### config.mk
export PLATFORM = sky130hd
export DESIGN_NAME = utf8_to_utf16_transcoder_unit
export DESIGN_NICKNAME = d
export VERILOG_FILES = /design/src/sv/u8u16_pkg.sv /design/src/sv/utf8_to_utf16_transcoder_unit.sv /design/src/sv/u8u16_decode.sv
export SDC_FILE = /design/constraint.sdc
export NUM_CORES = 1
export LEC_CHECK = 0
export ABC_AREA = 0
export BUFFER_PORTS_ARGS = -buffer_cell sky130_fd_sc_hd__buf_2
export CORE_UTILIZATION = 35
export CTS_CLUSTER_SIZE = 10
export DETAILED_ROUTE_END_ITERATION = 7
export GPL_TIMING_DRIVEN = 1
export PLACE_DENSITY = 0.56
export SYNTH_ARGS = -nofsm -noshare
export SYNTH_HDL_FRONTEND = slang
export SYNTH_SLANG_ARGS = --single-unit
### constraint.sdc
create_clock -name clk -period 11.8 [get_ports clk]
set_input_delay 0 -clock clk [delete_from_list [all_inputs] [get_ports clk]]
set_output_delay 0 -clock clk [all_outputs]
set_load 0.02 [all_outputs]
### src/sv/u8u16_pkg.sv
// Shared types, constants and functions of the UTF-8 to UTF-16 transcoder.
package u8u16_pkg;

	localparam int FIFO_DEPTH = 4;
	localparam int PTR_W      = $clog2(FIFO_DEPTH);
	localparam int CNT_W      = $clog2(FIFO_DEPTH + 1);

	localparam logic [15:0] UNIT_REPLACE = 16'hFFFD;
	localparam logic [15:0] HI_SURR_LO   = 16'hD800;
	localparam logic [15:0] HI_SURR_HI   = 16'hDBFF;
	localparam logic [15:0] LO_SURR_BASE = 16'hDC00;
	localparam logic [31:0] BMP_MAX      = 32'h0000FFFF;
	localparam logic [31:0] CODE_MAX     = 32'h0010FFFF;
	localparam logic [31:0] SUPP_BASE    = 32'h00010000;

	localparam logic KIND_UNIT  = 1'b0;
	localparam logic KIND_TRUNC = 1'b1;

	typedef struct packed {
		logic [7:0] byte_in;
		logic       last_byte;
	} in_item_t;

	typedef struct packed {
		logic [15:0] code_unit;
		logic        kind;
		logic        run_last;
		logic        stream_end;
	} out_item_t;

	typedef struct packed {
		logic [1:0] count;
		out_item_t  first;
		out_item_t  second;
	} res_pair_t;

	function automatic logic [2:0] trail_count(input logic [7:0] b);
		logic [2:0] t;
		if (b < 8'hC0)      t = 3'd0;
		else if (b < 8'hE0) t = 3'd1;
		else if (b < 8'hF0) t = 3'd2;
		else if (b < 8'hF8) t = 3'd3;
		else if (b < 8'hFC) t = 3'd4;
		else                t = 3'd5;
		return t;
	endfunction

	function automatic logic [31:0] legacy_offset(input logic [2:0] t);
		logic [31:0] o;
		case (t)
			3'd1: o = 32'h00003080;
			3'd2: o = 32'h000E2080;
			3'd3: o = 32'h03C82080;
			3'd4: o = 32'hFA082080;
			3'd5: o = 32'h82082080;
			default: o = 32'h00000000;
		endcase
		return o;
	endfunction

endpackage

### src/sv/utf8_to_utf16_transcoder_unit.sv
// Top level of the UTF-8 to UTF-16 transcoder.
//
// Input channel byte_*: one UTF-8 byte per transfer, last_byte marks the end
// of a string. Output channel unit_*: one UTF-16 code unit per transfer, with
// kind set on the single error result of a string that ends inside a sequence.
// A transfer happens on a rising edge with valid high and stall low.
// A byte is taken into an input register, decoded from there once the queue
// has room for two results, and its zero, one or two results are written into
// a four-entry result queue. A byte's first result is offered once it is in
// the queue; the low half of a surrogate pair follows it in the next entry.
// One byte per cycle is taken while the queue has room for two results, so
// the sustained rate is one byte per cycle, bounded by one result per cycle
// on the output side.
// When the receiver stalls, the offered result holds and the queue fills;
// byte_stall rises while a byte waits in the input register and fewer than two entries are free.
// Reset clears the sequence state, the input register's valid flag and the queue pointers and count.
module utf8_to_utf16_transcoder_unit (
	input  logic                  clk,
	input  logic                  arst_n,
	input  logic                  byte_valid,
	output logic                  byte_stall,
	input  u8u16_pkg::in_item_t   byte_data,
	output logic                  unit_valid,
	input  logic                  unit_stall,
	output u8u16_pkg::out_item_t  unit_data
);
	import u8u16_pkg::*;

	logic       valid_s1;
	in_item_t   data_s1;
	logic       advance;
	logic       take;
	res_pair_t  res;

	out_item_t        fifo_q [FIFO_DEPTH];
	logic [PTR_W-1:0] head_q;
	logic [PTR_W-1:0] tail_q;
	logic [CNT_W-1:0] count_q;
	logic [1:0]       push_n;
	logic             pop;

	assign advance    = valid_s1 && (count_q <= CNT_W'(FIFO_DEPTH - 2));
	assign byte_stall = valid_s1 && !advance;
	assign take       = byte_valid && !byte_stall;
	assign push_n     = advance ? res.count : 2'd0;
	assign unit_valid = (count_q != '0);
	assign unit_data  = fifo_q[head_q];
	assign pop        = unit_valid && !unit_stall;

	u8u16_decode u_decode (
		.clk    (clk),
		.arst_n (arst_n),
		.en     (advance),
		.item   (data_s1),
		.res    (res)
	);

	always_ff @(posedge clk or negedge arst_n) begin
		if (!arst_n) begin
			valid_s1 <= 1'b0;
		end else if (take) begin
			valid_s1 <= 1'b1;
		end else if (advance) begin
			valid_s1 <= 1'b0;
		end
	end

	always_ff @(posedge clk) begin
		if (take) begin
			data_s1 <= byte_data;
		end
	end

	always_ff @(posedge clk) begin
		if (push_n != 2'd0) begin
			fifo_q[tail_q] <= res.first;
		end
		if (push_n == 2'd2) begin
			fifo_q[tail_q + PTR_W'(1)] <= res.second;
		end
	end

	always_ff @(posedge clk or negedge arst_n) begin
		if (!arst_n) begin
			head_q  <= '0;
			tail_q  <= '0;
			count_q <= '0;
		end else begin
			tail_q  <= tail_q + PTR_W'(push_n);
			head_q  <= head_q + PTR_W'(pop);
			count_q <= count_q + CNT_W'(push_n) - CNT_W'(pop);
		end
	end

endmodule

### src/sv/u8u16_decode.sv
// Sequence state and per-byte result computation of the transcoder.
module u8u16_decode (
	input  logic                clk,
	input  logic                arst_n,
	input  logic                en,
	input  u8u16_pkg::in_item_t item,
	output u8u16_pkg::res_pair_t res
);
	import u8u16_pkg::*;

	logic [31:0] acc_q;
	logic [2:0]  left_q;
	logic [2:0]  trail_q;

	logic        lead;
	logic [2:0]  trail_n;
	logic [2:0]  left_n;
	logic [31:0] acc_n;
	logic        done;
	logic [31:0] ch;
	logic [19:0] supp;
	logic        last;

	always_comb begin
		last    = item.last_byte;
		lead    = (left_q == 3'd0);
		trail_n = lead ? trail_count(item.byte_in) : trail_q;
		left_n  = lead ? trail_count(item.byte_in) : left_q - 3'd1;
		acc_n   = lead ? {24'd0, item.byte_in}
		               : {acc_q[25:0], 6'd0} + {24'd0, item.byte_in};
		done    = (left_n == 3'd0);
		ch      = acc_n - legacy_offset(trail_n);
		supp    = ch[19:0] - SUPP_BASE[19:0];

		res        = '0;
		res.count  = 2'd0;
		if (done) begin
			res.count = 2'd1;
			if (ch <= BMP_MAX) begin
				if (ch[15:0] >= HI_SURR_LO && ch[15:0] <= HI_SURR_HI) begin
					res.first.code_unit = UNIT_REPLACE;
				end else begin
					res.first.code_unit = ch[15:0];
				end
			end else if (ch > CODE_MAX) begin
				res.first.code_unit = UNIT_REPLACE;
			end else begin
				res.count            = 2'd2;
				res.first.code_unit  = HI_SURR_LO + {6'd0, supp[19:10]};
				res.second.code_unit = LO_SURR_BASE + {6'd0, supp[9:0]};
			end
			res.first.kind  = KIND_UNIT;
			res.second.kind = KIND_UNIT;
		end else if (last) begin
			res.count           = 2'd1;
			res.first.code_unit = 16'd0;
			res.first.kind      = KIND_TRUNC;
		end
		res.first.run_last    = (res.count == 2'd1);
		res.first.stream_end  = last && (res.count == 2'd1);
		res.second.run_last   = 1'b1;
		res.second.stream_end = last;
	end

	always_ff @(posedge clk or negedge arst_n) begin
		if (!arst_n) begin
			acc_q   <= '0;
			left_q  <= '0;
			trail_q <= '0;
		end else if (en) begin
			acc_q   <= (done || last) ? 32'd0 : acc_n;
			trail_q <= (done || last) ? 3'd0 : trail_n;
			left_q  <= last ? 3'd0 : left_n;
		end
	end

endmodule

==> results.cfg <==
[setup_path]
reg2reg_slack_ps = 4710
reg2reg_depth = 25
cp.arrival_ps = 7360
required_ps = 12070
worst-path-max-fanout = 21
r2r-end = fifo_q[2][17]
critPathCaptureType = register
regToRegStartpoint = u_decode.left_q[0]
worstSetupStartpointType = register
crit_type = reg -> reg

[detailed_routing]
antenna_left = 0
drtPass1Iterations = 5
drtIter0Drc = 607
wirelength_um = 23100
drt-vias-per-instance = 5.92
via_count = 6694
drc = 0
wl_per_cell_um = 20.4

[yosys]
ys.flop_type = edfxtp_1
ys_warn_count = 0
synth.area.top_cells = edfxtp_1 27%, dfrtp_1 12%, mux4_2 5.3%
yosys.cell_types.count = 84
ys_seq_area_share_pct = 42.1
synthesis.nets = 852
syn-instance-count = 812
ys_seq_elements = 125
synthArstFlopShare_pct = 32.0
synth_top_area_share_pct = 26.9
synth_area_per_cell_um2 = 10.0
synth_top_cell_by_area = edfxtp_1
syn_area_um2 = 8150
synth_edf_count = 73

[sta]
period_share_pct = 60.1
grt_setup_unrepaired = false
setup-tns-final_ps = 0
finClkSkew_ps = 12.8
final-setup-viol-count = 0
fmax_mhz = 141
maxSlewHeadroom_pct = 25.9
final-hold-violation-count = 0
slew_viol_final = 0
worstMarginPinSlew_ps = 1110
period_needed_ps = 7090

[global_route]
grt_pass1_vias = 6390
met2_usage_pct = 31.3
overflow = 0
top_usage_layer = met2
antenna_found_initial = 0
grt_usage_pct = 20.4
grt_util_met3_pct = 3.47
grt_pass1_wl_um = 37200
grt_max_degree = 41
gr-usage-met1_pct = 29.4

[placed_design]
hpwl_um = 16100
gp_congestion = 0.881
portBuffers = 33

[layout]
nets = 872
area_growth_pct = 13.0
diodes = 0
drive_above_1_share_pct = 14.6

[floorplanning]
num_rows = 55
die_y_um = 155
die_w_um = 155
die_area_um2 = 23900
io_pins = 34
core_area_um2 = 22700
start_util_pct = 35.9

[clock_tree]
cts_setup_buffers = 0
tritoncts = built
h-tree-depth = 4
postCtsHoldBufs = 12
max-clock-path-buffers = 2
cts_buffers = 17
clock-sinks = 125
clockRootBuffer = clkbuf_16
path_clk_slew_ps = 70
cts.repair.resized = 0
worst_skew_pair.late_latency_ps = 430

[run_status]
status = finished, final reports clean

[flow_run]
cap_viol_max_count = 0

[min_path]
hold_path_class = in -> async
-- kinds of logic (layout without fill, tap and decap cells) --
kind of cell / after synthesis / in the layout / synth area share [%]
AND/OR/NAND/NOR: 294 / 294 / 19.3
AO/OA/AOI/OAI: 223 / 223 / 20.2
flip-flops: 125 / 125 / 42.1
XOR/XNOR: 33 / 33 / 3.55
multiplexers: 27 / 27 / 6.28
buffers and inverters: 83 / 116 / 4.22
adder cells (fa/ha/maj): 27 / 27 / 4.33
-- worst max-delay path by stage --
stage	from	end	slack, ps	cells past startpoint
after floorplan	u_decode.left_q[0]	count_q[2]	5880	31
after global placement	u_decode.left_q[0]	fifo_q[3][12]	5040	26
after detailed placement	u_decode.left_q[0]	fifo_q[2][18]	4790	25
after CTS	u_decode.left_q[0]	fifo_q[2][18]	4760	25
after global routing	u_decode.left_q[0]	fifo_q[2][15]	4030	26
final	u_decode.left_q[0]	fifo_q[2][17]	4710	25
-- cell usage after synthesis, drive strengths merged, types with 5 or more instances --
master / instances
o21ai: 44
o21a: 8
o2bb2ai: 18
edfxtp: 73
and3: 9
o32ai: 10
nor2: 71
nand2: 59
nor3b: 14
and2: 8
buf: 20
a22o: 18
nor3: 29
nor2b: 5
a21o: 12
nand2b: 11
a21oi: 30
nor4: 10
inv: 30
or2: 8
dfrtp: 40
xor2: 15
nand4: 15
ha: 25
o311ai: 5
mux2i: 5
dfxtp: 12
a211oi: 5
mux4: 19
and4: 6
o22ai: 19
xnor2: 18
a21boi: 6
clkbuf: 33
or3: 17
nand3: 21
-- through the flow --
step | area, um^2 | hold WS (ps) | instances | setup slack [ps] | utilization (%)
global route | 9210 | 295 | 1130 | 4030 | 40.6
detailed placement | 8510 | 178 | 1086 | 4790 | 37.5
CTS | 9210 | 258 | 1130 | 4760 | 40.6
finish | 9210 | 257 | 1130 | 4710 | 40.6
global placement | 8510 | 184 | 1086 | 5040 | 37.5
floorplan | 8150 | -296 | 812 | 5880 | -
-- layout by cell type, fill, tap and decap left out, types with 12 or more instances in the layout --
master and count:
a21o_1 12, a21oi_1 29, a22o_1 18, buf_2 33, clkbuf_16 17, dfrtp_1 40
dfxtp_1 12, dlygate4sd3_1 12, edfxtp_1 73, ha_1 25, inv_1 30, mux4_2 19
nand2_1 59, nand3_1 21, nand4_1 14, nor2_1 66, nor3_1 24, nor3b_1 13
o21ai_0 40, o22ai_1 19, o2bb2ai_1 18, or3_1 17, xnor2_1 18, xor2_1 14
-- flip-flops by register name (all words and copies together), names as in the netlist --
| name | flops |
|---|---|
| valid_s1 | 1 |
| head_q | 2 |
| tail_q | 2 |
| data_s1 | 9 |
| u_decode.left_q | 3 |
| count_q | 3 |
| fifo_q | 76 |
| u_decode.acc_q | 26 |
| u_decode.trail_q | 3 |
-- critical path, cell delays in order (launching register included) --
cell	delay, ps
dfrtp_1	390
inv_1	110
ha_1	210
nand2b_1	440
a21boi_0	660
and2_1	310
nor2_1	90
nand2_1	100
inv_1	50
ha_1	320
a21oi_1	200
nand3_1	100
a2bb2oi_1	190
nor4_2	490
xnor2_1	160
ha_1	260
and3_1	220
a211o_1	290
a211oi_1	270
a31oi_1	130
xor2_2	190
buf_4	240
a211oi_1	250
nand4_1	220
nand2_1	780
nor3b_1	260
-- routing by layer --
metal  share of wire (%)  wire length, um
met1                  49            11300
met2                  45            10300
met3                 4.9             1120
met4                 1.4              327
met5                   0                0
-- final cells by class --
class / instances / area [um^2]
Clock buffer: 19 / 433
Clock inverter: 13 / 141
Fill cell: 2239 / 13500
Inverter: 30 / 113
Multi-Input combinational cell: 604 / 4380
Sequential cell: 125 / 3430
Tap cell: 285 / 357
Timing Repair Buffer: 54 / 353
Power is not shown: default switching activity piles up to over one toggle a cycle in this logic, so the estimate is an artifact.
